$ cat src/design/htqp_pkg.sv
// ----------------------------------------------------------------------------
// htqp_pkg
// Shared types, codes and sizes for the quadratic-probe hash table.
// ----------------------------------------------------------------------------
package htqp_pkg;

    // Table geometry
    localparam int SLOTS      = 1024;
    localparam int MAX_PROBES = 64;
    localparam int KEY_BYTES  = 8;

    // Fixed field widths
    localparam int KEY_W   = 64;
    localparam int VAL_W   = 32;
    localparam int FUNC_W  = 3;
    localparam int STAT_W  = 3;
    localparam int SLOT_W  = 10;
    localparam int CFG_W   = 11;
    localparam int CIDX_W  = 8;
    localparam int HASH_W  = 64;

    // Derived widths
    localparam int IDX_W    = $clog2(SLOTS);
    localparam int CNT_W    = $clog2(SLOTS + 1);
    localparam int N_W      = $clog2(MAX_PROBES);
    localparam int SQ_W     = 2 * N_W;
    localparam int SUM_W    = ((SQ_W > IDX_W) ? SQ_W : IDX_W) + 1;
    localparam int STEP_W   = $clog2(HASH_W + 1);
    localparam int BYTE_W   = (KEY_BYTES > 1) ? $clog2(KEY_BYTES) : 1;

    // djb2 seed
    localparam logic [HASH_W-1:0] HASH_SEED = HASH_W'(5381);

    // Operation codes
    localparam logic [FUNC_W-1:0] FN_INSERT = 3'd0;
    localparam logic [FUNC_W-1:0] FN_LOOKUP = 3'd1;
    localparam logic [FUNC_W-1:0] FN_REMOVE = 3'd2;
    localparam logic [FUNC_W-1:0] FN_FIRST  = 3'd3;
    localparam logic [FUNC_W-1:0] FN_NEXT   = 3'd4;

    // Status codes
    localparam logic [STAT_W-1:0] ST_OK       = 3'd0;
    localparam logic [STAT_W-1:0] ST_NOTFOUND = 3'd1;
    localparam logic [STAT_W-1:0] ST_FULL     = 3'd2;
    localparam logic [STAT_W-1:0] ST_PROBE    = 3'd3;
    localparam logic [STAT_W-1:0] ST_END      = 3'd4;

    // Register indexes
    localparam logic [CIDX_W-1:0] REG_TABLE_SIZE = 8'd0;
    localparam logic [CIDX_W-1:0] REG_LOAD_LIMIT = 8'd1;

    // One stored slot
    typedef struct packed {
        logic             used;
        logic [KEY_W-1:0] key;
        logic [VAL_W-1:0] value;
    } entry_t;

    // Sequencer states
    typedef enum logic [3:0] {
        S_CLEAR,
        S_IDLE,
        S_HASH,
        S_HMOD,
        S_READ,
        S_CHECK,
        S_PMOD,
        S_WALK,
        S_WCHK,
        S_DONE
    } state_t;

endpackage

$ cat src/design/htqp_hash.sv
// ----------------------------------------------------------------------------
// htqp_hash
// djb2 hash over the key bytes, one byte per cycle, A..Z folded to lower case.
// ----------------------------------------------------------------------------
module htqp_hash
    import htqp_pkg::*;
(
    input  logic              clk,
    input  logic              rst_n,
    input  logic              start,
    input  logic [KEY_W-1:0]  key,
    output logic              done,
    output logic [HASH_W-1:0] h
);

    logic              busy_reg;
    logic              done_reg;
    logic [BYTE_W-1:0] b_reg;
    logic [KEY_W-1:0]  key_reg;
    logic [HASH_W-1:0] h_reg;
    logic [7:0]        c;
    logic [7:0]        lc;
    logic              last;

    // Select current byte and fold case
    assign c    = key_reg[{b_reg, 3'b000} +: 8];
    assign lc   = (c >= 8'h41 && c <= 8'h5A) ? c + 8'h20 : c;
    assign last = (c == 8'h00) || (b_reg == BYTE_W'(KEY_BYTES - 1));

    // Control
    always_ff @(posedge clk or negedge rst_n)
    begin
        if (!rst_n)
        begin
            busy_reg <= 1'b0;
            done_reg <= 1'b0;
        end
        else
        begin
            done_reg <= 1'b0;
            if (start)
            begin
                busy_reg <= 1'b1;
            end
            else if (busy_reg && last)
            begin
                busy_reg <= 1'b0;
                done_reg <= 1'b1;
            end
        end
    end

    // Accumulate
    always_ff @(posedge clk)
    begin
        if (start)
        begin
            key_reg <= key;
            h_reg   <= HASH_SEED;
            b_reg   <= '0;
        end
        else if (busy_reg)
        begin
            if (c != 8'h00)
            begin
                h_reg <= (h_reg << 5) + h_reg + HASH_W'(lc);
            end
            b_reg <= b_reg + 1'b1;
        end
    end

    assign done = done_reg;
    assign h    = h_reg;

endmodule

$ cat config.mk
export PLATFORM = sky130hd
export DESIGN_NAME = htqp_hash
export DESIGN_NICKNAME = d
export VERILOG_FILES = /design/src/design/htqp_pkg.sv /design/src/design/htqp_hash.sv
export SDC_FILE = /design/constraint.sdc
export NUM_CORES = 1
export LEC_CHECK = 0
export CAP_MARGIN = 20
export CORE_MARGIN = 2
export CORE_UTILIZATION = 30
export CTS_CLUSTER_DIAMETER = 40
export CTS_CLUSTER_SIZE = 14
export DETAILED_ROUTE_END_ITERATION = 16
export DONT_BUFFER_PORTS = 1
export GPL_TIMING_DRIVEN = 0
export HOLD_SLACK_MARGIN = 0.1
export PLACE_DENSITY = 0.53
export SKIP_LAST_GASP = 1
export SYNTH_ARGS = -nofsm -noshare
export SYNTH_HDL_FRONTEND = slang
export SYNTH_SLANG_ARGS = --single-unit
$ cat constraint.sdc
create_clock -name clk -period 5.97 [get_ports clk]
set_input_delay 0.8955 -clock clk [delete_from_list [all_inputs] [get_ports clk]]
set_output_delay 0.8955 -clock clk [all_outputs]
set_load 0.05 [all_outputs]
After elaboration in Yosys (flattened, before gate mapping):

Index checks and enable logic that the tools add are counted.

* flip-flop bits (word level): 133
* latch bits: 0
* bits in writable memories: 0
* ROM bits: 0
* bits of input ports: 67
* logic and storage cells: 25
* memories: 0

* $add $sub $neg: 4
* multiply operators: 0
* div/mod/pow operators: 0
* $lt $le $gt $ge: 2
* eq/ne operators: 1
* shift-type cells: 1
* mux-type cells: 5
* bitwise logic cells: 0
* reduce and logical (&&, ||, !) cells: 7

Operators with widths (number)
* $add 64x64->64: 1
* $add 64x8->64: 1
* $shiftx 64x7->8: 1
* $add 8x6->8 const B: 1
* $ge 8x7->1 const B: 1
* $le 8x7->1 const B: 1
* $logic_not 8->1: 1
* $mux 8: 1
* $reduce_bool 8->1: 1
* $mux 1: 4
* $add 3x1->3 const B: 1
* $eq 3x3->1 const B: 1
* $logic_and 1x1->1: 2
* $reduce_and 2->1: 1
* $reduce_bool 2->1: 1
* $logic_or 1x1->1: 1

Logic depth before layout (Yosys ltp):

* word-level depth: 6
* mapped depth: 21
* gate-level depth less buffers: 19

Least setup slack after synthesis:

Ideal clock, no wire load.

* path type: register -> register
* from: register b_reg[0]
* to: register h_reg[63], in the netlist h[63]
* arrival time: 4.897 ns
* data required time: 5.854 ns
* setup slack: 0.958 ns
* cell stages (with the launch flop): 20
* path buffers: 2
* path through: dfxtp_1 buf_2 buf_6 mux4_2 o41ai_1 nand4_1 o211a_1 a221o_1 fa_1 ha_1 o211ai_1 a211o_1 or3b_4 a211oi_2 o2111ai_2 nand2_2 a41oi_4 o31ai_4 xor2_1 a31o_1

* word-level cells in the longest chain between the ends: 5
* elaborated cells between the ends (all ways): 9
* classes of those cells: add/sub (2); order compare (2); shift (1); mux (1); reduce/logical (3)

RTL lines
* start: declaration: RTL line htqp_hash.sv:18 `logic [BYTE_W-1:0] b_reg;`
* start signal: assignment: RTL line htqp_hash.sv:68 `b_reg <= b_reg + 1'b1;`
* $shiftx 64x7->8 (*): RTL line htqp_hash.sv:26 `assign c = key_reg[{b_reg, 3'b000} +: 8];`
* $ge 8x7->1 / $le 8x7->1 (equally long branches): RTL line htqp_hash.sv:27 `assign lc = (c >= 8'h41 && c <= 8'h5A) ? c + 8'h20 : c;`
* $logic_and 1x1->1: RTL line htqp_hash.sv:27
* $mux 8: RTL line htqp_hash.sv:27
* $add 64x8->64: RTL line htqp_hash.sv:66 `h_reg <= (h_reg << 5) + h_reg + HASH_W'(lc);`
* end signal: assignment: RTL line htqp_hash.sv:66
* end: declaration: RTL line htqp_hash.sv:20 `logic [HASH_W-1:0] h_reg;`

Every way passes the cells marked *; elsewhere a longest branch is shown, timed or not.
A chain may end at the register's enable or synchronous reset.

Final worst setup path:

* from: register b_reg[0]
* to: register h_reg[54], in the netlist h[54]

Same word-level chain as after synthesis.

==> impl_metrics.py <==
metrics = {
    "outcome": {
        "run_status": "complete, no violations",
    },
    "drt": {
        "wl_um": 26440,
        "via_count": 7764,
        "via_per_inst": 5.249,
        "dr.pass1.iters": 10,
        "route.detailed.drc": 0,
        "final_antenna_net_count": 0,
        "wl_per_cell_um": 17.87,
        "drtIter0Drc": 350,
    },
    "placement": {
        "dp_slack_ns": 0.1987,
        "gp_congestion": 0.8391,
        "postPlaceCellArea_um2": 10110,
        "dpl.hpwl_um": 20930,
        "io_buffers": 0,
    },
    "pwr": {
        "power_mw": 5.944,
        "p_leak_nw": 4.668,
        "ir_drop_mv": 0.2480,
        "power_density_nw_per_um2": 555.6,
    },
    "floorplanning": {
        "initial_utilization": 0.3046,
        "design.portCount": 132,
        "dieArea_um2": 33480,
        "core_region_area_um2": 31560,
        "num_rows": 65,
        "die_w_um": 183.0,
        "dieHeight_um": 183.0,
    },
    "sta": {
        "fmax_ghz": 0.1769,
        "fin_setup_tns_ns": 0,
        "fin_skew_ns": 0.01905,
        "period_needed_ns": 5.654,
        "layout_setup_ws_ns": 0.3159,
        "period_share": 0.9471,
        "whs_ns": 0.1524,
        "setup_viol_count_final": 0,
        "hold_viol": 0,
        "slew_headroom": 0.4988,
        "slew_viol_final": 0,
        "tightest_slew_ns": 0.7439,
    },
    "setup_path": {
        "worst-path-buf-inv": 2,
        "crit_chain": "buf_4 -> buf_6 -> mux4_2 -> o41ai_1 -> nand4_1 -> o211a_1 -> a221o_1 -> fa_1 -> ha_1 -> nand4_1 -> or4_1 -> nand3_1 -> o2111ai_1 -> o21bai_2 -> a21o_1 -> a31o_2 -> a21boi_1 -> or4_1 -> nand3_1",
        "critPathLaunchType": "register",
        "crit_path_end_kind": "register",
        "cp-startpoint": "b_reg[0]",
        "path_max_fanout": 10,
        "arrival_ns": 6.03,
        "path_delay_family": "compound AO/OA/AOI/OAI gates",
        "reg2reg_slack_ns": 0.32,
        "cp.depth": 19,
        "timing.rr.start": "b_reg[0]",
        "critical_path.max_stage_delay_ns": 0.55,
        "slowest_stage": "or4_1",
        "setup.worst_path.class": "register to register",
        "worstPathRequired_ns": 6.34,
        "r2r_cells": 19,
    },
    "final_layout": {
        "fill_cells": 3253,
        "diodes": 0,
        "stdcell_area_um2": 10700,
        "syn_to_final_growth_pct": 11.33,
        "fin_nets": 1260,
        "final_layout_size_suffix_gt1_frac": 0.08542,
    },
    "synth": {
        "synth_fp_nets": 1240,
        "synth_top_area_share": 0.2000,
        "syn_inst": 1044,
        "ys_seq_elements": 133,
        "yosysSeqAreaShare": 0.3447,
        "synth-edff-count": 64,
        "async_flop_share": 0.01504,
        "yosys.area.top_type": "edfxtp_1",
        "yosysUniqueCellTypes": 77,
        "netlist_area_um2": 9610,
        "yosysWarnings": 0,
        "synthTopCellsByArea": "edfxtp_1 20%, ha_1 16%, dfxtp_1 14%",
        "ys.flop_type": "dfxtp_1",
        "syn_area_per_cell_um2": 9.205,
    },
    "global_routing": {
        "antenna_found_initial": 0,
        "track_usage": 0.1630,
        "grt_first_pass_wirelength_um": 42880,
        "grt_pass1_vias": 7748,
        "grt_start_max_net_pins": 71,
        "grt-ovfl-total": 0,
    },
    "clocking": {
        "insertion_delay_ns": 0.44,
        "cts-root-buf": "clkbuf_16",
        "path_clk_slew_ns": 0.07,
        "htreeDepth": 4,
        "cts_tree": "built",
        "cts.sinks": 133,
        "cts_buffers": 17,
        "cts_max_path_buffers": 2,
    },
    "min_path": {
        "hold_class": "input port to asynchronous set/reset pin",
    },
    "job": {
        "max-cap-violations": 0,
    },
}
[where the power goes]
| part | internal, mW | leakage, nW | switching (mW) |
|---|---|---|---|
| logic | 1.16 | 3.20 | 1.72 |
| clock network | 0.548 | 0.270 | 0.462 |
| registers | 1.17 | 1.20 | 0.873 |
[worst paths after layout]
check                              end
min in group clk           key_reg[37]
max                              h[54]
min                           busy_reg
max reg2reg                      h[54]
max in group asynchronous         done
min reg2reg                   b_reg[1]
[layout make-up]
type                    instances  area, µm²  share of cell area
clock buffers                  17      425.4             0.03976
repair buffers                  1      7.507           0.0007017
plain buffers                  53      239.0             0.02234
flip-flops and latches        133       3313              0.3097
clock inverters                15      136.4             0.01275
well taps                     402      503.0             0.04701
multi-input cells             836       5992              0.5601
inverters                      22      82.58            0.007718
[metal layers]
metal	share of wire	global-route usage	vias to the layer above
met3	0.066	0.04964	14
met5	0	0	-
met1	0.45	0.2024	3647
met4	0.011	0.03808	0
li1	-	-	3928
met2	0.47	0.2771	175
[repair_timing]
action	in CTS	in global routing
gates resized for setup	0	6
setup buffers	0	1
endpoints found under the setup margin	0	7
hold buffers	0	0
[metrics by stage]
step | std cells | util
floorplan | 1044 | -
global placement | 1446 | 0.3205
detailed placement | 1446 | 0.3205
CTS | 1478 | 0.3383
global route | 1479 | 0.3391
finish | 1479 | 0.3391
[cell families after synthesis]
family          synth area share
simple gates              0.1693
compound gates            0.1939
flops                     0.3447
fa+ha+maj                 0.1711
buf+inv                  0.03307
xor+xnor                 0.04739
mux                      0.04062
[Yosys cell counts (4+ instances only)]
| master | instances |
|---|---|
| ha_1 | 125 |
| o21a_1 | 5 |
| xnor2_1 | 29 |
| a211oi_1 | 7 |
| and2_1 | 4 |
| or4_1 | 4 |
| mux4_2 | 16 |
| edfxtp_1 | 64 |
| a221oi_1 | 4 |
| inv_1 | 21 |
| nand2_1 | 187 |
| o211ai_1 | 9 |
| a31oi_1 | 5 |
| o41ai_1 | 4 |
| fa_1 | 4 |
| clkbuf_1 | 31 |
| xor2_1 | 23 |
| and3_1 | 6 |
| nor2_1 | 45 |
| dfxtp_1 | 67 |
| nor3_1 | 22 |
| or3_1 | 6 |
| a21o_1 | 30 |
| nand2b_1 | 7 |
| o21ai_0 | 36 |
| nand4_1 | 23 |
| nand3_1 | 27 |
| a21boi_0 | 4 |
| o21bai_1 | 10 |
| nor2b_1 | 6 |
| o211a_1 | 4 |
| o31ai_1 | 5 |
| buf_2 | 20 |
| o21ai_1 | 6 |
| a21oi_1 | 113 |
[layout by cell type, fill, tap and decap left out, types with 5 or more instances in the layout]
master / n
inv_6: 7
a31oi_1: 5
a21oi_1: 113
o211ai_1: 9
or3_1: 6
dfxtp_1: 67
ha_1: 125
clkbuf_1: 30
xor2_1: 23
nand2b_1: 7
xnor2_1: 29
a21o_1: 30
nand3_1: 27
nor2_1: 45
o21a_1: 5
a211oi_1: 7
mux4_2: 16
edfxtp_1: 64
nand2_1: 187
buf_2: 19
clkbuf_16: 17
nor2b_1: 6
nor3_1: 22
o21ai_0: 36
inv_1: 21
o21bai_1: 10
o21ai_1: 6
nand4_1: 23
and3_1: 6
(Power assumes the default switching activity.)
