`src/design/htqp_pkg.sv`:
```
// ----------------------------------------------------------------------------
// htqp_pkg
// Shared types, codes and sizes for the quadratic-probe hash table.
// ----------------------------------------------------------------------------
package htqp_pkg;

    // Table geometry
    localparam int SLOTS      = 1024;
    localparam int MAX_PROBES = 64;
    localparam int KEY_BYTES  = 8;

    // Fixed field widths
    localparam int KEY_W   = 64;
    localparam int VAL_W   = 32;
    localparam int FUNC_W  = 3;
    localparam int STAT_W  = 3;
    localparam int SLOT_W  = 10;
    localparam int CFG_W   = 11;
    localparam int CIDX_W  = 8;
    localparam int HASH_W  = 64;

    // Derived widths
    localparam int IDX_W    = $clog2(SLOTS);
    localparam int CNT_W    = $clog2(SLOTS + 1);
    localparam int N_W      = $clog2(MAX_PROBES);
    localparam int SQ_W     = 2 * N_W;
    localparam int SUM_W    = ((SQ_W > IDX_W) ? SQ_W : IDX_W) + 1;
    localparam int STEP_W   = $clog2(HASH_W + 1);
    localparam int BYTE_W   = (KEY_BYTES > 1) ? $clog2(KEY_BYTES) : 1;

    // djb2 seed
    localparam logic [HASH_W-1:0] HASH_SEED = HASH_W'(5381);

    // Operation codes
    localparam logic [FUNC_W-1:0] FN_INSERT = 3'd0;
    localparam logic [FUNC_W-1:0] FN_LOOKUP = 3'd1;
    localparam logic [FUNC_W-1:0] FN_REMOVE = 3'd2;
    localparam logic [FUNC_W-1:0] FN_FIRST  = 3'd3;
    localparam logic [FUNC_W-1:0] FN_NEXT   = 3'd4;

    // Status codes
    localparam logic [STAT_W-1:0] ST_OK       = 3'd0;
    localparam logic [STAT_W-1:0] ST_NOTFOUND = 3'd1;
    localparam logic [STAT_W-1:0] ST_FULL     = 3'd2;
    localparam logic [STAT_W-1:0] ST_PROBE    = 3'd3;
    localparam logic [STAT_W-1:0] ST_END      = 3'd4;

    // Register indexes
    localparam logic [CIDX_W-1:0] REG_TABLE_SIZE = 8'd0;
    localparam logic [CIDX_W-1:0] REG_LOAD_LIMIT = 8'd1;

    // One stored slot
    typedef struct packed {
        logic             used;
        logic [KEY_W-1:0] key;
        logic [VAL_W-1:0] value;
    } entry_t;

    // Sequencer states
    typedef enum logic [3:0] {
        S_CLEAR,
        S_IDLE,
        S_HASH,
        S_HMOD,
        S_READ,
        S_CHECK,
        S_PMOD,
        S_WALK,
        S_WCHK,
        S_DONE
    } state_t;

endpackage

```
`src/design/htqp_mod.sv`:
```
// ----------------------------------------------------------------------------
// htqp_mod
// Restoring remainder unit: one dividend bit per cycle, MSB first.
// ----------------------------------------------------------------------------
module htqp_mod
    import htqp_pkg::*;
(
    input  logic              clk,
    input  logic              rst_n,
    input  logic              start,
    input  logic [HASH_W-1:0] dividend,
    input  logic [STEP_W-1:0] steps,
    input  logic [CNT_W-1:0]  divisor,
    output logic              done,
    output logic [CNT_W-1:0]  rem
);

    logic              busy_reg;
    logic              done_reg;
    logic [STEP_W-1:0] cnt_reg;
    logic [HASH_W-1:0] dvd_reg;
    logic [CNT_W-1:0]  rem_reg;
    logic [CNT_W-1:0]  div_reg;
    logic [CNT_W:0]    t;
    logic [CNT_W-1:0]  rem_next;

    // Shift in next bit and conditionally subtract
    always_comb
    begin
        t = {rem_reg, dvd_reg[HASH_W-1]};
        if (t >= {1'b0, div_reg})
        begin
            rem_next = CNT_W'(t - {1'b0, div_reg});
        end
        else
        begin
            rem_next = CNT_W'(t);
        end
    end

    // Control
    always_ff @(posedge clk or negedge rst_n)
    begin
        if (!rst_n)
        begin
            busy_reg <= 1'b0;
            done_reg <= 1'b0;
            cnt_reg  <= '0;
        end
        else
        begin
            done_reg <= 1'b0;
            if (start)
            begin
                busy_reg <= 1'b1;
                cnt_reg  <= steps;
            end
            else if (busy_reg)
            begin
                cnt_reg <= cnt_reg - 1'b1;
                if (cnt_reg == STEP_W'(1))
                begin
                    busy_reg <= 1'b0;
                    done_reg <= 1'b1;
                end
            end
        end
    end

    // Datapath
    always_ff @(posedge clk)
    begin
        if (start)
        begin
            dvd_reg <= dividend;
            rem_reg <= '0;
            div_reg <= divisor;
        end
        else if (busy_reg)
        begin
            dvd_reg <= dvd_reg << 1;
            rem_reg <= rem_next;
        end
    end

    assign done = done_reg;
    assign rem  = rem_reg;

endmodule

```
`config.mk`:
```
export PLATFORM = sky130hd
export DESIGN_NAME = htqp_mod
export DESIGN_NICKNAME = d
export VERILOG_FILES = /design/src/design/htqp_pkg.sv /design/src/design/htqp_mod.sv
export SDC_FILE = /design/constraint.sdc
export NUM_CORES = 1
export LEC_CHECK = 0
export ABC_AREA = 1
export BUFFER_PORTS_ARGS = -buffer_cell sky130_fd_sc_hd__buf_2
export CORE_MARGIN = 2
export CORE_UTILIZATION = 29
export CTS_BUF_LIST = sky130_fd_sc_hd__clkbuf_16
export DETAILED_ROUTE_END_ITERATION = 8
export GPL_TIMING_DRIVEN = 1
export HOLD_SLACK_MARGIN = 0.12
export PLACE_DENSITY = 0.47
export SLEW_MARGIN = 20
export SYNTH_ARGS = -nofsm -noshare
export SYNTH_HDL_FRONTEND = slang
export SYNTH_SLANG_ARGS = --single-unit
export TNS_END_PERCENT = 30
```
`constraint.sdc`:
```
create_clock -name clk -period 3.2 [get_ports clk]
set_clock_uncertainty 0.05 [all_clocks]
set_input_delay 0.48 -clock clk [delete_from_list [all_inputs] [get_ports clk]]
set_output_delay 0.48 -clock clk [all_outputs]
set_load 0.01 [all_outputs]
```
After elaboration in Yosys (flattened, before gate mapping)
Index checks and enable logic that the tools add are counted.

word-level totals
  bits in registers = 95
  output and inout port bits = 12

operators by class
  add/subtract/negate cells = 2
  $lt $le $gt $ge = 1
  equal/unequal tests = 1
  mux-type cells = 11
  reductions and logical operators = 1

operators with widths
  operator             number
  $mux 64              2
  $mux 7               2
  $ge 12x11->1         1
  $mux 11              1
  $sub 11x11->11       1
  $eq 7x1->1 const B   1
  $sub 7x1->7 const B  1
  $mux 1               6
  $reduce_bool 2->1    1

Logic depth before layout (Yosys ltp)
Gate-level depths: netlist of run 1.

  depth in word-level cells = 4
  gate-level depth with buffers = 13

Least setup slack after synthesis of run 1
OpenSTA, ideal clock, no wires.

  path kind = input to register
  start = input start
  end = register cnt_reg[1]
  setup time = 0.139 ns
  arrival time = 2.804 ns
  path slack = 0.207 ns
  stages = 4
  buffers on the path = 1
  cells stage by stage = buf_2 -> nor2_4 -> clkinv_1 -> o221ai_1

between the ends
  longest elaborated chain between the ends = 1
  elaborated cells on any way between the ends = 2
  classes of those cells = 1 x mux; 1 x reduce/logical

RTL lines
  element                                             RTL line        text
  start: declaration                                  htqp_mod.sv:10  input logic start,
  $mux 7 / $reduce_bool 2->1 (equally long branches)  n/a
  end signal: assignment                              htqp_mod.sv:56  cnt_reg <= steps;
  end signal: assignment                              htqp_mod.sv:60  cnt_reg <= cnt_reg - 1'b1;
  end: declaration                                    htqp_mod.sv:20  logic [STEP_W-1:0] cnt_reg;

Several ways; a longest one is shown, not always the timed one.
A chain may end at the register's enable or synchronous reset.

Final worst setup path of run 1
  start = register dvd_reg[63]
  end = register rem_reg[0] (netlist: rem[0])

between the ends
  longest elaborated chain between the ends = 2
  elaborated cells on any way between the ends = 3
  classes of those cells = 1 x add/sub; 1 x order compare; 1 x mux

RTL lines
  element                                                RTL line                        text
  start: declaration                                     htqp_mod.sv:21                  logic [HASH_W-1:0] dvd_reg;
  start signal: assignment                               htqp_mod.sv:75                  dvd_reg <= dividend;
  start signal: assignment                               htqp_mod.sv:81                  dvd_reg <= dvd_reg << 1;
  $sub 11x11->11 / $ge 12x11->1 (equally long branches)  htqp_mod.sv:33, htqp_mod.sv:31
  $mux 11 (*)                                            htqp_mod.sv:31                  if (t >= {1'b0, div_reg})
  end signal: assignment                                 htqp_mod.sv:82                  rem_reg <= rem_next;
  end: declaration                                       htqp_mod.sv:22                  logic [CNT_W-1:0] rem_reg;

Mark *: on every way between the ends. The rest lies on a longest branch, timed or not.

==> metrics, run 1 <==
run status finished clean; cell with the most instances after synthesis nand2_1; global route overflow 0; max FFs per register 64; Pins Over Slew Limit 0; Post-Layout Inst Area 0.005747 sq mm; Global Route Usage Sum 12.83%; Crit Path Class flop to flop; max-cap viol count 0; Detail Route Antenna Nets 0; first drt pass iteration count 4; net count after synthesis 650; Final Instance Count excl. Fillers 865; final worst path period share 66.86%; dpl cell area 0.005454 sq mm; pin slew with the least headroom to its limit 0.8964 ns; Nets 742; average cell area after synthesis 8.663 sq um; Port Buffers 96; gpl congestion 0.8236; core area 0.01600 sq mm; leading register cell type out of synthesis edfxtp_1; post-synth top area share 47.18%; vias in the first global route 3694; Setup crit start kind flop; Tot Pwr 3.846 mW; Die W 132.3 um; Synth Register Bits 95; hold crit path type primary input to flop; Vias 3750; Setup Buffers After CTS 0; I/O pin cnt 97; Reg clk slew, reported paths 0.06 ns; Initial DRC Count 174; Area contributors post-synth edfxtp_1 47%, nand2_1 21%, dfrtp_1 4.7%; pin count of the biggest net entering global routing 75; Max Clk Rate 467.4 MHz; Sink Count 95; pwr/cell area 669.2 mW/mm^2; ys async rst share 9.474%; WL/cell 12.47 um; Initial Util 29.83%; Reg2Reg Setup Slack 1.06 ns; post-synthesis sequential area ratio 56.51%; first-pass GRT wire length 17.80 mm; Post-synth top cells 269 x nand2_1, 75 x edfxtp_1, 60 x inv_1; cell area after synthesis 0.004773 sq mm; hpwl dp 7.689 mm; total wire length 10.79 mm; initial antenna violation count 2; die area 0.01750 sq mm; FP Rows 46; Vias/cell 4.335; # setup viols final 0; root buffer cell clkbuf_16; drt drc 0; Die Ht 132.3 um; WP data arrival 2.30 ns; layout cells sized above 1 19.60%; RSZ-0062 raised after global routing false; yosys warns 0; Final Hold Viols 0; Setup TNS 0 ns; data required time at the worst endpoint 3.36 ns; Clk Latency, worst-skew pair 0.35 ns; Post-Syn Instances 551; multi-input logic area 0.001739 sq mm; Slew HR 40.24%; P_leak 2.939 nW; Fill cells 1709; post-placement cell count 847; crit path time final 2.140 ns; Reg2Reg Depth 11; Layout area overhead 20.39%; CTS tree built; Clock Path Buffers 2; Netlist cell types 35; largest area contributor in the netlist edfxtp_1; Post-synth EDFFs 75; worst-path maximum fanout 12; FF/Latch Area 0.002698 sq mm; CTS buffer count 9; worst vdd ir 0.2894 mV; Worst Hold Path Cells 1; H-tree Lvls 3; CP Capture Type flop
## layout make-up
class / instances / area share, %
antenna: 1 / 0.04354
clock inverter: 7 / 0.9362
tap: 216 / 4.703
timing repair buffer: 101 / 9.057
multi-input combinational: 373 / 30.26
inverter: 63 / 4.137
clock buffer: 9 / 3.919
sequential: 95 / 46.94
## per-stage QoR
| stage | setup WS [ns] | hold WS (ns) | util, % |
|---|---|---|---|
| 6_report | 1.060 | 0.2551 | 35.92 |
| 5_1_grt | 0.8653 | 0.2424 | 35.90 |
| 4_1_cts | 1.050 | 0.2421 | 35.89 |
| 3_5_place_dp | 1.068 | 0.2977 | 34.09 |
| 3_3_place_gp | 1.146 | 0.2936 | 34.09 |
| 2_1_floorplan | 0.2073 | 0.1344 | - |
## timing repair
item                      4_1_cts  5_1_grt
resized for setup               0        0
hold buffers                    1        0
hold endpoints to repair        9        0
## critical path, stage by stage (launching register included)
cell and delay, ns:
edfxtp_1 0.32, inv_1 0.05, ha_1 0.23, fa_1 0.42, inv_1 0.09, nand3_1 0.09, nand3_1 0.11, nand2_2 0.16
nand3_2 0.25, nand2_1 0.10, nand3_1 0.08, o21ai_0 0.08
## final timing paths
path,from,endpoint
setup / recovery,dvd_reg[63],rem[0]
hold / removal,divisor[7],div_reg[7]
setup reg to reg,dvd_reg[63],rem[0]
hold reg to reg,rem[8],rem[8]
max in group asynchronous,rst_n,busy_reg
min in group asynchronous,rst_n,cnt_reg[4]
## power by group
| part | leakage [nW] | switching (mW) | total (mW) | internal [mW] |
|---|---|---|---|---|
| clock network | 0.156 | 0.440 | 1.03 | 0.590 |
| registers | 1.01 | 0.114 | 1.64 | 1.53 |
| logic | 1.77 | 0.710 | 1.17 | 0.462 |
| total | 2.94 | 1.26 | 3.85 | 2.58 |
## layer usage
metal  up-vias  track usage, %  wire, um
met5         -               0        13
met4         2           4.002       171
met3        14           5.037       675
met2        88           19.50      4706
met1      1698           16.86      5220
li1       1948               -         -
## logic make-up after synthesis
family / after synthesis / share of synthesized area [%]
AOI/OAI and AO/OA: 19 / 2.516
xor gates and xnor gates: 6 / 1.101
adders and majority gates: 14 / 3.827
buffers and inverters: 83 / 7.051
DFF: 95 / 56.51
and+or+nand+nor: 334 / 28.99
## cells in the final DEF, fill, tap and decap left out, types with 4 or more instances in the layout
| cell type | instances |
|---|---|
| a21oi_1 | 5 |
| buf_2 | 96 |
| buf_4 | 4 |
| clkbuf_16 | 9 |
| dfrtp_1 | 9 |
| dfxtp_1 | 11 |
| edfxtp_1 | 75 |
| ha_1 | 13 |
| inv_1 | 64 |
| nand2_1 | 269 |
| nand2_2 | 4 |
| nand3_1 | 30 |
| nand3_2 | 4 |
| nand4_1 | 12 |
| nor2_1 | 8 |
| o21ai_1 | 4 |
(Power assumes the default switching activity.)
==> run 2: changes to the inputs <==
PLACE_DENSITY = 0.48   (was 0.47)
clock period = 1.85 ns   (was 3.2 ns; I/O delays follow)
==> run 2 against run 1 <==
Global-route usage grew 0.55 points. Routed wire length is 6.2% higher. Sequential share of layout area down 3.5 points. Register-to-register slack got worse by 1.0 ns. Sequential power increased by 71%. Non-clock buffer count grew 39. Setup slack worse by 1.0 ns. Largest cell class unchanged.
==> metrics, run 2 (synthesis gave the netlist of run 1 again) <==
CTS tree built; Hold Path Sink dvd_reg[0]; Sw Share 33.52%; worst reg2reg startpoint div_reg[0]; Reg2Reg Setup Slack 0.05 ns; WP data arrival 1.98 ns; pin count of the biggest net entering global routing 67; Tot Pwr 7.192 mW; reg2reg end rem[4]; leading cell type in the layout, fill and taps excluded nand2_1; worst vdd ir 0.4399 mV; critical hold path startpoint dividend[0]; pin slew with the least headroom to its limit 0.4142 ns; top cell family by delay on the critical path adder cells; Worst path slowest cell fa_2; H-tree Lvls 3; gpl congestion 0.8154; WL/cell 12.68 um; root buffer cell clkbuf_16; total wire length 11.46 mm; Levels on crit path 10; first-pass GRT wire length 18.98 mm; P_int 4.781 mW; die area 0.01750 sq mm; drt drc 0; run status finished clean; P_leak 3.147 nW; sw power 2.411 mW; data required time at the worst endpoint 2.03 ns; worst path cell trace ha_2 -> fa_2 -> inv_2 -> nand3_2 -> nand3_2 -> nand2_4 -> nand3_2 -> nand2_1 -> nand3_1 -> o21ai_1; worst-path maximum fanout 5; RSZ-0062 raised after global routing true; max FFs per register 64; pwr/cell area 1158 mW/mm^2; Clock Path Buffers 2; Port Buffers 96; Critical path buffers and inverters 1; Die Ht 132.3 um; Reg clk slew, reported paths 0.07 ns; Reg2Reg Depth 10; ant diodes 0; Worst Hold Path Cells 3; max-cap viol count 0; Pins Over Slew Limit 0; Sink Count 95; CTS buffer count 9; first drt pass iteration count 4; Place WS -0.1110 ns; I/O pin cnt 97; Initial Util 29.83%; clock share of power 25.7%; Slew HR 72.39%; hpwl dp 8.004 mm; CP Capture Type flop; hold crit path type primary input to flop; vias in the first global route 3921; Vias/cell 4.345; Global Route Usage Sum 13.38%; most frequent cells in the layout 267 x nand2_1, 96 x buf_2, 75 x edfxtp_1; Combinational Power Share 35.3%; # setup viols final 0; Crit Path Class flop to flop; most frequent CP cell nand3_2; Final Hold Viols 0; dpl cell area 0.005649 sq mm; Clk Latency, worst-skew pair 0.34 ns; global route overflow 0; Detail Route Antenna Nets 0; Flop pwr share 39.0%; layout cells sized above 1 24.42%; Die W 132.3 um; crit path time final 1.796 ns; Setup TNS 0 ns; Nets 782; Post-Layout Inst Area 0.006210 sq mm; Setup crit start kind flop; core area 0.01600 sq mm; Initial DRC Count 208; Vias 3928; FP Rows 46; initial antenna violation count 0; final worst path period share 97.09%; Max Clk Rate 556.7 MHz; Layout area overhead 30.09%; Fill cells 1689; Critical Path Max Stage Delay 0.38 ns; worst setup margin 0.05384 ns
-- run 2: cell types whose count changed in the layout (fill, tap and decap cells not counted), sizes merged --
cell         before  now
inv              67   63
nand3            34   35
buf             100  124
clkinv            2    5
dlygate4sd3       1   16
diode             1    0
clkinvlp          0    1
-- run 2: worst reg2reg max path, stage by stage, from the launching register on --
cell and delay (ns):
edfxtp_1 0.37, ha_2 0.21, fa_2 0.38, inv_2 0.08, nand3_2 0.08, nand3_2 0.10
nand2_4 0.08, nand3_2 0.14, nand2_1 0.08, nand3_1 0.06, o21ai_1 0.06
-- run 2: worst max-delay path by stage --
stage	slack, ns	endpoint	from
final	0.05	rem[4]	div_reg[0]
after detailed placement	-0.11	rem[5]	dvd_reg[63]
after global placement	-0.05	rem[9]	dvd_reg[63]
after global routing	-0.08	rem[10]	dvd_reg[63]
after floorplan	0.06	rem[4]	dvd_reg[63]
after CTS	0.007	rem[10]	dvd_reg[63]
-- run 2: metal layers --
metal	track usage [%]	routed length, um	vias up
met4	5.137	123	0
met1	18.75	5615	1797
li1	-	-	2029
met3	2.807	599	11
met2	20.31	5122	91
met5	0	0	-
-- run 2: per-stage QoR --
| step | cells | hold slack [ns] | util, % |
|---|---|---|---|
| floorplan | 551 | -0.06809 | - |
| global placement | 869 | 0.09414 | 35.31 |
| detailed placement | 869 | 0.1029 | 35.31 |
| CTS | 901 | 0.1293 | 38.17 |
| global route | 904 | 0.1462 | 38.81 |
| finish | 904 | 0.1458 | 38.81 |
-- run 2: area by class of cell --
cell class / instances / area [sq um] / share of cell area, %
inverters: 63 / 241.5 / 3.889
flip-flops and latches: 95 / 2698 / 43.44
clock inverters: 7 / 62.56 / 1.007
repair buffers: 140 / 879.6 / 14.16
clock buffers: 9 / 225.2 / 3.627
well taps: 216 / 270.3 / 4.352
multi-input cells: 374 / 1833 / 29.52
-- run 2: what timing repair did --
item / in CTS / in global routing
hold endpoints to repair: 24 / 0
hold buffers: 16 / 0
endpoints found under the setup margin: 11 / 11
gates resized for setup: 2 / 17
cloned: 0 / 2
setup buffers: 0 / 1
pin swaps: 0 / 5
-- run 2: power by group through the flow --
stage	registers, mW	clock network [mW]	logic, mW
finish	2.80	1.85	2.54
global route	2.83	2.00	2.88
CTS	2.79	1.92	2.38
detailed placement	2.83	0	2.32
global placement	2.83	0	2.32
floorplan	2.87	0	1.53
==> run 3: changes to the inputs <==
MAX_ROUTING_LAYER = met4   (was default)
==> run 3 against run 2 <==
Final cell count unchanged. Setup slack got worse by 0.0080 ns. Power increased by 0.15%. Non-clock buffer count did not move. Hold slack worse by 0.0021 ns. Core utilization stayed put. Via count rose by 0.15%. Combinational power about the same. Routed wire length hardly changed. Critical path type unchanged. Die area is the same.
==> metrics, run 3 (synthesis gave the netlist of run 1 again) <==
worst path cell trace ha_2 -> fa_2 -> inv_2 -> nand3_2 -> nand3_2 -> nand2_4 -> nand3_4 -> nand3_1 -> nand3_1 -> nand2_1; Sw Share 33.62%; drt drc 0; Post-Layout Inst Area 0.006210 sq mm; ant diodes 0; Port Buffers 96; Fill cells 1689; crit path time final 1.804 ns; first-pass GRT wire length 18.93 mm; Die W 132.3 um; pin slew with the least headroom to its limit 0.4125 ns; Vias/cell 4.352; Vias 3934; pin count of the biggest net entering global routing 67; clock share of power 25.7%; global route overflow 0; leading cell type in the layout, fill and taps excluded nand2_1; Critical Path Max Stage Delay 0.38 ns; die area 0.01750 sq mm; Global Route Usage Sum 13.77%; Final Hold Viols 0; max FFs per register 64; Clk Latency, worst-skew pair 0.34 ns; RSZ-0062 raised after global routing true; worst-path maximum fanout 6; H-tree Lvls 3; Sink Count 95; max-cap viol count 0; first drt pass iteration count 5; Tot Pwr 7.203 mW; Slew HR 72.50%; P_leak 3.147 nW; CP Capture Type flop; root buffer cell clkbuf_16; Combinational Power Share 35.4%; run status finished clean; total wire length 11.47 mm; worst setup margin 0.04586 ns; hpwl dp 8.004 mm; Nets 782; WHS 0.1437 ns; Layout area overhead 30.09%; final core occ 38.81%; WL/cell 12.68 um; final worst path period share 97.52%; Reg clk slew, reported paths 0.07 ns; sw power 2.421 mW; Detail Route Antenna Nets 0; Die Ht 132.3 um; Setup crit start kind flop; P_int 4.782 mW; Initial Util 29.83%; worst vdd ir 0.4449 mV; I/O pin cnt 97; CTS tree built; Crit Path Class flop to flop; Final Instance Count excl. Fillers 904; layout cells sized above 1 24.42%; initial antenna violation count 0; Worst path slowest cell fa_2; post-placement cell count 869; Pins Over Slew Limit 0; data required time at the worst endpoint 2.04 ns; FP Rows 46; Max Clk Rate 554.3 MHz; # setup viols final 0; Setup TNS 0 ns; hold crit path type primary input to flop; pwr/cell area 1160 mW/mm^2; dpl cell area 0.005649 sq mm; Clock Path Buffers 2; most frequent cells in the layout 267 x nand2_1, 96 x buf_2, 75 x edfxtp_1; WP data arrival 1.99 ns; core area 0.01600 sq mm; vias in the first global route 3936; Place WS -0.1110 ns; CTS buffer count 9; gpl congestion 0.8275; Initial DRC Count 238; Flop pwr share 38.9%
run 3: cell counts in the layout (fill, tap and decap cells not counted):
No cell type changed its count.
run 3: worst paths after layout:
check,slack (ns),end,startpoint,cells after the start
max,0.05,rem[7],div_reg[0],10
min,0.14,dvd_reg[0],dividend[0],3
max in group asynchronous,1.26,cnt_reg[6],rst_n,2
min reg2reg,0.46,dvd_reg[1],dvd_reg[0],2
min in group asynchronous,0.30,busy_reg,rst_n,2
max reg2reg,0.05,rem[7],div_reg[0],10
run 3: routing by layer:
metal	part of all wire, %	global-route usage, %	vias to the layer above
li1	-	-	2029
met1	49	18.75	1785
met2	44	20.43	104
met3	4.9	2.614	16
met4	1.8	5.137	0
met5	0	-	-
run 3: layout make-up:
cell class | instances | area, sq um | area share [%]
Clock inverter | 7 | 62.56 | 1.007
Inverter | 63 | 241.5 | 3.889
Tap cell | 216 | 270.3 | 4.352
Clock buffer | 9 | 225.2 | 3.627
Multi-Input combinational cell | 374 | 1833 | 29.52
Timing Repair Buffer | 140 | 879.6 | 14.16
Sequential cell | 95 | 2698 | 43.44
run 3: power by group through the flow:
stage	Combinational (mW)	Clock [mW]	Sequential, mW
floorplan	1.53	0	2.87
global placement	2.32	0	2.83
detailed placement	2.32	0	2.83
CTS	2.38	1.92	2.79
global route	2.88	2.00	2.83
finish	2.55	1.85	2.80
run 3: critical path, delay by kind of cell, from the launching register on:
kind | cells | cell delay, ns
adder cells (fa/ha/maj) | 2 | 0.59
flip-flops | 1 | 0.37
buffers and inverters | 1 | 0.08
AND/OR/NAND/NOR | 7 | 0.61
run 3: what timing repair did:
action	in CTS	in global routing
hold buffers	16	0
resized for setup	2	17
cloned	0	2
pin swaps	0	5
setup endpoints to repair	11	11
buffers inserted	0	1
hold endpoints to repair	24	0
